**config.mk**
```make
export PLATFORM = sky130hd
export DESIGN_NAME = snm3d_div
export DESIGN_NICKNAME = d
export VERILOG_FILES = /design/src/design/snm3d_pkg.sv /design/src/design/snm3d_div.sv
export SDC_FILE = /design/constraint.sdc
export NUM_CORES = 1
export LEC_CHECK = 0
export BUFFER_PORTS_ARGS = -buffer_cell sky130_fd_sc_hd__buf_2
export CORE_MARGIN = 2
export CORE_UTILIZATION = 50
export CTS_CLUSTER_DIAMETER = 150
export CTS_CLUSTER_SIZE = 40
export DETAILED_ROUTE_END_ITERATION = 7
export PLACE_DENSITY = 0.87
export SYNTH_ARGS = -nofsm -noshare
export SYNTH_HDL_FRONTEND = slang
export SYNTH_SLANG_ARGS = --single-unit
```
**constraint.sdc**
```tcl
create_clock -name clk -period 2.1 [get_ports clk]
set_input_delay 0.105 -clock clk [delete_from_list [all_inputs] [get_ports clk]]
set_output_delay 0.105 -clock clk [all_outputs]
set_load 0.1 [all_outputs]
```
**src/design/snm3d_pkg.sv**
```systemverilog
// Shared types and constants for the spherical neighbourhood mean block.
package snm3d_pkg;

  // Volume and sample geometry
  localparam int MAX_DIM     = 16;
  localparam int SAMPLE_BITS = 16;

  // Configuration register indexes
  localparam logic [1:0] REG_RADIUS = 2'd0;
  localparam logic [1:0] REG_SIZE_X = 2'd1;
  localparam logic [1:0] REG_SIZE_Y = 2'd2;
  localparam logic [1:0] REG_SIZE_Z = 2'd3;

  // Item kinds
  localparam logic OP_LOAD  = 1'b0;
  localparam logic OP_QUERY = 1'b1;

  localparam logic STATUS_OK      = 1'b0;
  localparam logic STATUS_OUTSIDE = 1'b1;

  localparam int unsigned MEAN_W = 24;

  typedef enum logic [3:0] {
    ST_IDLE,
    ST_LD_RD,
    ST_LD_WR,
    ST_ROW,
    ST_SQRT,
    ST_RD_HI,
    ST_RD_LO,
    ST_ACC,
    ST_DIV,
    ST_OUT
  } state_t;

  // Control between the top level and the divider
  typedef struct packed {
    logic start;
    logic busy;
    logic done;
  } div_ctl_t;

endpackage

```
**src/design/snm3d_div.sv**
```systemverilog
// Restoring divider, one quotient bit per cycle, saturating to the mean width.
module snm3d_div #(
  parameter int NUM_W = 48,
  parameter int DEN_W = 16
) (
  input  logic                              clk,
  input  logic                              rst_n,
  input  logic                              start,
  input  logic [NUM_W-1:0]                  num,
  input  logic [DEN_W-1:0]                  den,
  output snm3d_pkg::div_ctl_t               ctl,
  output logic [snm3d_pkg::MEAN_W-1:0]      quo
);

  localparam int CNT_W = $clog2(NUM_W + 1);

  logic [NUM_W-1:0] q_r, q_nxt;
  logic [DEN_W:0]   rem_r, rem_nxt;
  logic [DEN_W-1:0] den_r, den_nxt;
  logic [CNT_W-1:0] cnt_r, cnt_nxt;
  logic             busy_r, busy_nxt;
  logic             done_r, done_nxt;
  logic [DEN_W:0]   trial;

  // On start load the operands, else while busy shift one numerator bit into the remainder and try a subtract
  always_comb begin
    q_nxt    = q_r;
    rem_nxt  = rem_r;
    den_nxt  = den_r;
    cnt_nxt  = cnt_r;
    busy_nxt = busy_r;
    done_nxt = 1'b0;
    trial    = {rem_r[DEN_W-1:0], q_r[NUM_W-1]};
    if (start) begin
      q_nxt    = num;
      rem_nxt  = '0;
      den_nxt  = den;
      cnt_nxt  = CNT_W'(NUM_W);
      busy_nxt = 1'b1;
    end else if (busy_r) begin
      if (trial >= {1'b0, den_r}) begin
        rem_nxt = trial - {1'b0, den_r};
        q_nxt   = {q_r[NUM_W-2:0], 1'b1};
      end else begin
        rem_nxt = trial;
        q_nxt   = {q_r[NUM_W-2:0], 1'b0};
      end
      cnt_nxt = cnt_r - 1'b1;
      if (cnt_r == CNT_W'(1)) begin
        busy_nxt = 1'b0;
        done_nxt = 1'b1;
      end
    end
  end

  always_ff @(posedge clk) begin
    if (!rst_n) begin
      busy_r <= 1'b0;
      done_r <= 1'b0;
      cnt_r  <= '0;
    end else begin
      busy_r <= busy_nxt;
      done_r <= done_nxt;
      cnt_r  <= cnt_nxt;
    end
    q_r   <= q_nxt;
    rem_r <= rem_nxt;
    den_r <= den_nxt;
  end

  assign ctl.start = start;
  assign ctl.busy  = busy_r;
  assign ctl.done  = done_r;
  assign quo = (q_r[NUM_W-1:snm3d_pkg::MEAN_W] != '0) ? '1 : q_r[snm3d_pkg::MEAN_W-1:0];

  // Done comes only out of a running division
  a_done_after_busy: assert property (@(posedge clk) disable iff (!rst_n)
    done_r |-> $past(busy_r)) else $error("divider done without busy");
  a_no_restart: assert property (@(posedge clk) disable iff (!rst_n)
    busy_r |-> !start) else $error("divider restarted while busy");
  a_cnt_zero_idle: assert property (@(posedge clk) disable iff (!rst_n)
    !busy_r && !start |=> !busy_r) else $error("divider started by itself");

endmodule

```
==> impl_results.md, run 1 <==
* Finished Layout Cells at 687
* Power Density at 705 nW/um2
* RSZ-0062 raised after global routing: yes
* CTS tree: done
* FF/Latch Area at 2400 um2
* Ys flop type: edfxtp_1
* Max IR drop VDD at a little over 0.4 mV
* WP buf/inv at 1
* Setup crit end kind: flip-flop
* Final Hold Vio Count at 0
* Final instance area at 6780 um2
* Final core occ at 0.738
* Core footprint at between 9000 and 10,000 um2
* Avg Synthesized Cell Area at 11.6 um2
* Setup TNS at -7600 ps
* Vias at slightly above 4,000
* Min-delay worst type: in2reg
* I/O Pins at 94
* Dpl ws at -242 ps
* WS Path Type: reg2reg
* Syn Nets at just under 500
* Post-DR wirelength/cell at ~20 um
* Relative slew slack at 0.640
* Die width at 101 um
* Vias in the first global route at 4,094
* DRC viols at 0
* Cells along the critical path: inv_2, ha_4, fa_2, nor2b_2, o31a_1, o311ai_2, nand3_2, nor4_2, a311o_1, o41ai_2
* Slowest CP cell: edfxtp_1
* Min-delay src: rst_n
* Mean number of vias per cell at 6.05
* Sequential area share after synthesis at 0.507
* Post-DRT Antenna Nets at 0
* Clk pin slew, worst setup/hold paths at 110 ps
* Leakage at 2.72 nW
* Detailed Place HPWL at approximately 8.0 mm
* Nets@finish at ~660
* Row count at 35
* Total CTS buffers at 9
* Cell family contributing the most delay on the critical path: compound AO/OA/AOI/OAI gates
* Layout Skew at 19.0 ps
* Async S/R FF share, synth at 0
* Area post-placement at 5710 um2
* Final WL at 13.7 mm
* Post-synth EDFFs at 64
* Gpl congestion at 0.891
* CTS sink count at 88
* Final slew viol count at 0
* Clk Latency, worst-skew pair at roughly 370 ps
* Full die area at ~10,000 um2
* Netlist cell types at between 50 and 60
* Fillers at 512
* Clk buf depth at 2
* Diodes inserted at 0
* Final worst-path cycle share at 1.15
* Startpoint types: flip-flop
* Total of max-cap violations at 0
* Crit Reg-Reg Startpoint: q_r[47]$_DFFE_PP_
* Worst EP arrival at between 2000 and 3000 ps
* CP required at approximately 2300 ps
* Initial Utilization at 0.515
* Period minus WS final at ~2400 ps
* Placed insts at 647
* Mapped Cells at 410
* #FFs+latches synth at 88
* Die Y at slightly above 100 um
* DRT iter0 DRCs at between 200 and 300
* Buffers added on ports at a little over 90
* Failing checks: setup timing
* 1st-pass router iterations at 7
* Root Driver: clkbuf_8
* Synth warn at 0
* Max incr delay on CP at about 450 ps
* Final WS setup at -322 ps
* GRT overflow at 0
* Status: finished with violations
* Netlist Area Pre-Place at ~4700 um2
* Max FO, Critical Path at 3
* Largest net degree at the start of global routing at a little under 50
* P&R area growth vs syn at 43.2%
* H-Tree Depth at 3
* Final Setup Violations at 40
* Fmax at between 400 and 500 MHz
* First-pass GRT wire length at between 15 and 20 mm
* Tightest Pin Transition at around 530 ps
* Area of the multi-input gates at 2610 um2
* CP startpoint: q_r[47]$_DFFE_PP_
* GR Util All Layers at 0.240
* Fraction of layout cells with a size suffix above 1 at 0.507
* Initial antenna violation count at 0
layout make-up:
cell class / count / share of cell area
well taps: 111 / 0.0205
flip-flops and latches: 88 / 0.354
inverters: 22 / 0.0122
repair buffers: 174 / 0.198
clock buffers: 9 / 0.0183
clock inverters: 7 / 0.0124
multi-input cells: 276 / 0.384
placed cells by master (no fill, tap or decap), types with 4 or more instances in the layout:
cell type,n
dfxtp_1,24
a211oi_2,9
edfxtp_1,64
xnor2_1,11
buf_4,55
dlygate4sd3_1,16
mux2_2,47
buf_12,4
nor2_1,28
inv_6,4
and3_1,5
o21ai_2,4
buf_2,68
ha_4,11
or3_1,26
xor2_1,5
nor4_1,7
a21oi_1,8
inv_1,16
ha_1,7
clkbuf_8,9
nand2_2,4
nor3_1,7
nand4_1,5
buf_6,30
nand2_1,15
inv_2,6
synthesized netlist by cell type (all sizes together), types with 2 or more instances:
cell type | n | area share
clkbuf | 11 | 0.0087
nor2b | 3 | 0.0040
nor3 | 8 | 0.0095
nand4 | 5 | 0.0066
o21a | 3 | 0.0048
nand3 | 6 | 0.0063
a21o | 3 | 0.0048
xnor2 | 11 | 0.020
or2 | 2 | 0.0026
a211o | 2 | 0.0037
inv | 22 | 0.017
buf | 13 | 0.017
xor2 | 5 | 0.0092
o221ai | 2 | 0.0037
mux2i | 5 | 0.011
or3 | 26 | 0.034
edfxtp | 64 | 0.41
o21ai | 8 | 0.0085
o21bai | 3 | 0.0055
o311ai | 3 | 0.0055
nand2 | 20 | 0.016
a211oi | 11 | 0.021
a311oi | 2 | 0.0037
ha | 18 | 0.048
a31oi | 5 | 0.0098
nand2b | 2 | 0.0026
and3 | 6 | 0.0082
o41ai | 3 | 0.0055
o31a | 2 | 0.0037
a21boi | 2 | 0.0032
nor2 | 29 | 0.023
dfxtp | 24 | 0.10
mux2 | 48 | 0.11
nor4 | 10 | 0.015
a21oi | 11 | 0.012
worst reg2reg max path, stage by stage (launching register included):
cell and delay [ps]:
edfxtp_1 450, inv_2 110, ha_4 140, fa_2 210, nor2b_2 50, o31a_1 330, o311ai_2 250, nand3_2 190
nor4_2 290, a311o_1 220, o41ai_2 70
final timing paths:
kind                                  to  slack [ps]  cells past startpoint
setup / recovery  rem_r[14]$_SDFFE_PP0P_        -320                     10
hold / removal     cnt_r[5]$_SDFFE_PN0P_          20                      2
setup reg to reg  rem_r[14]$_SDFFE_PP0P_        -320                     10
hold reg to reg    rem_r[8]$_SDFFE_PP0P_         540                      2
repair_timing:
item / 4_1_cts / 5_1_grt
pin swaps: 15 / 26
buffers inserted: 9 / 0
cloned: 0 / 0
endpoints found under the setup margin: 41 / 41
gates resized for setup: 94 / 44
hold endpoints to repair: 16 / 0
hold buffers: 16 / 0
state kept, by name, indices dropped and copies added (netlist names):
name	cells
den_r	16
q_r	48
rem_r	16
done_r	1
cnt_r	6
busy_r	1
power breakdown:
group,internal [mW],switching [mW],total (mW)
Clock,0.576,0.673,1.25
Sequential,2.06,0.111,2.17
Combinational,0.686,0.681,1.37
per-stage QoR:
step | power [mW] | hold slack [ps]
final | 4.78 | 19.5
after CTS | 4.57 | 13.4
after floorplan | 2.78 | 204
after detailed placement | 3.18 | 283
after global routing | 4.95 | 2.24
after global placement | 3.13 | 281
kinds of logic after synthesis:
group           synth area share
flops                      0.507
buf+inv                   0.0433
fa+ha+maj                 0.0518
compound gates             0.111
simple gates               0.132
xor+xnor                  0.0296
mux                        0.125
routing by layer:
layer,track usage,routed length (um),vias up
li1,-,-,1866
met1,0.282,5200,1988
met2,0.433,7050,248
met3,0.0538,961,54
met4,0.0800,515,0
met5,0,0,-
(Power assumes the default switching activity.)
==> run 2: changes to the inputs <==
--- a/config.mk
+++ b/config.mk
@@ -12,6 +12,7 @@
 export CTS_CLUSTER_SIZE = 40
 export DETAILED_ROUTE_END_ITERATION = 7
 export PLACE_DENSITY = 0.87
+export REMOVE_ABC_BUFFERS = 1
 export SYNTH_ARGS = -nofsm -noshare
 export SYNTH_HDL_FRONTEND = slang
 export SYNTH_SLANG_ARGS = --single-unit
==> impl_results.md, run 2 (synthesis gave the netlist of run 1 again) <==
* NetSw at between 1.5 and 2 mW
* Reg with most FFs: q_r
* Slowest CP cell: edfxtp_1
* 1st-pass router iterations at 5
* First-pass GRT wire length at about 21 mm
* Diodes inserted at 0
* CP startpoint: q_r[47]$_DFFE_PP_
* Vias in the first global route at between 4,000 and 5,000
* Initial Utilization at 0.515
* Cells along the critical path: inv_2, ha_4, fa_2, nor2b_2, o31a_1, buf_4, o311ai_4, nand3_2, buf_6, nor2_4, xor2_1, a31oi_1
* Met2 wire length at ~8.5 mm
* Largest net degree at the start of global routing at just under 50
* Max FO, Critical Path at 4
* Final Hold Vio Count at 0
* Post-DR wirelength/cell at around 25 um
* Worst EP arrival at 2740 ps
* Min-delay src: num[22]
* GR Util All Layers at 0.260
* Gpl congestion at a little under 0.9
* Internal at 3.16 mW
* Tightest Pin Transition at 777 ps
* Commonest cells after routing, fill and taps aside: buf_2 (69), edfxtp_1 (64), buf_4 (48)
* CTS tree: done
* Period minus WS final at around 2500 ps
* Die width at 101 um
* Final slew viol count at 0
* Detailed Place HPWL at 7.96 mm
* H-Tree Depth at 3
* DRC viols at 0
* Row count at 35
* Max incr delay on CP at 430 ps
* Layout Skew at 27.2 ps
* Fraction of layout cells with a size suffix above 1 at 0.528
* Startpoint types: flip-flop
* Crit Reg-Reg Startpoint: q_r[47]$_DFFE_PP_
* RSZ-0062 raised after global routing: yes
* Total CTS buffers at 9
* Clk pin slew, worst setup/hold paths at 100 ps
* Most common library cell in the layout ignoring fill and taps: buf_2
* GRT overflow at 0
* Status: finished with violations
* Fmax at 401 MHz
* Root Driver: clkbuf_8
* DRT iter0 DRCs at 443
* Die Y at 101 um
* Clock power share at 0.249
* Finished Layout Cells at 690
* DR top layer: met4
* Final core occ at 0.764
* Sequential share of power at 0.468
* Leakage at roughly 2.8 nW
* Final WL at between 15 and 20 mm
* Mean number of vias per cell at ~6.6
* Largest register FFs at 48
* Final Setup Violations at 40
* Vias at 4,530
* CTS sink count at 88
* Setup crit end kind: flip-flop
* Final worst-path cycle share at 1.19
* Placed insts at 643
* Nets@finish at 660
* Clk buf depth at 2
* Total of max-cap violations at 0
* Comb power frac at 0.283
* Max IR drop VDD at just over 0.4 mV
* Top flop regs: q_r: 48 flops, den_r: 16 flops, rem_r: 16 flops
* P&R area growth vs syn at 48.4%
* Clk Latency, worst-skew pair at 400 ps
* Met1 WL at approximately 6 mm
* I/O Pins at between 90 and 100
* Dpl ws at -280 ps
* Met3 WL post-DR at ~1.7 mm
* CP required at approximately 2400 ps
* Failing checks: setup timing
* Core footprint at around 9200 um2
* Post-DRT Antenna Nets at 0
* Min-delay worst type: in2reg
* Final WS setup at -394 ps
* Buffers added on ports at just over 90
* Switching Share at 0.331
* WS Path Type: reg2reg
* Initial antenna violation count at 0
* Full die area at between 10,000 and 15,000 um2
* Relative slew slack at 0.477
* Power Density at about 670 nW/um2
-- run 2: cell types whose count changed in the layout (fill, tap and decap cells not counted), moves of 4 or more --
cell | before | now
buf_12 | 4 | 27
or3_1 | 26 | 2
buf_4 | 55 | 48
mux2i_1 | 0 | 4
buf_6 | 30 | 16
or3_4 | 0 | 24
-- run 2: worst max-delay path: cells and delay by family, from the launching register on --
family	cells	cell delay [ps]
xor+xnor	1	170
simple gates	3	300
fa+ha+maj	2	380
flops	1	430
buf+inv	3	420
compound gates	3	660
-- run 2: layer usage --
layer | GRT usage | vias up
met5 | 0 | -
met4 | 0.0956 | 0
met3 | 0.0766 | 132
met2 | 0.464 | 400
met1 | 0.296 | 2136
li1 | - | 1862
-- run 2: power by group through the flow --
stage / sequential [mW] / clock (mW) / combinational, mW
after detailed placement: 2.18 / 0 / 0.974
after floorplan: 2.17 / 0 / 0.558
after CTS: 2.15 / 1.12 / 1.11
after global routing: 2.21 / 1.23 / 1.40
after global placement: 2.17 / 0 / 0.928
final: 2.21 / 1.17 / 1.34
-- run 2: cell type report --
class | instances | area [um2]
fillers | 459 | 2170
clock buffers | 10 | 128
repair buffers | 177 | 1600
multi-input cells | 276 | 2630
well taps | 111 | 139
clock inverters | 6 | 50.0
flip-flops and latches | 88 | 2400
inverters | 22 | 82.6
-- run 2: final timing paths --
kind	endpoint	slack [ps]	depth (start not counted)
worst min-delay path	q_r[22]$_DFFE_PP_	20	2
worst max register to register	rem_r[10]$_SDFFE_PP0P_	-390	12
worst max-delay path	rem_r[10]$_SDFFE_PP0P_	-390	12
worst min register to register	rem_r[8]$_SDFFE_PP0P_	520	2
-- run 2: timing repair --
item,CTS,global route
gates resized for setup,93,117
hold buffers,16,1
setup buffers,5,7
setup endpoints to repair,41,41
endpoints found under the hold margin,16,1
cloned,0,2
pin swaps,21,23
-- run 2: through the flow --
stage | power [mW] | setup TNS [ps] | hold slack [ps] | cell area (um2)
5_1_grt | 4.85 | -11220 | 14.9 | 7030
4_1_cts | 4.39 | -6060 | 1.89 | 6400
3_3_place_gp | 3.10 | -734 | 284 | 5640
6_report | 4.72 | -8760 | 16.1 | 7030
2_1_floorplan | 2.73 | -78370 | 170 | 4610
3_5_place_dp | 3.16 | -1970 | 283 | 5640
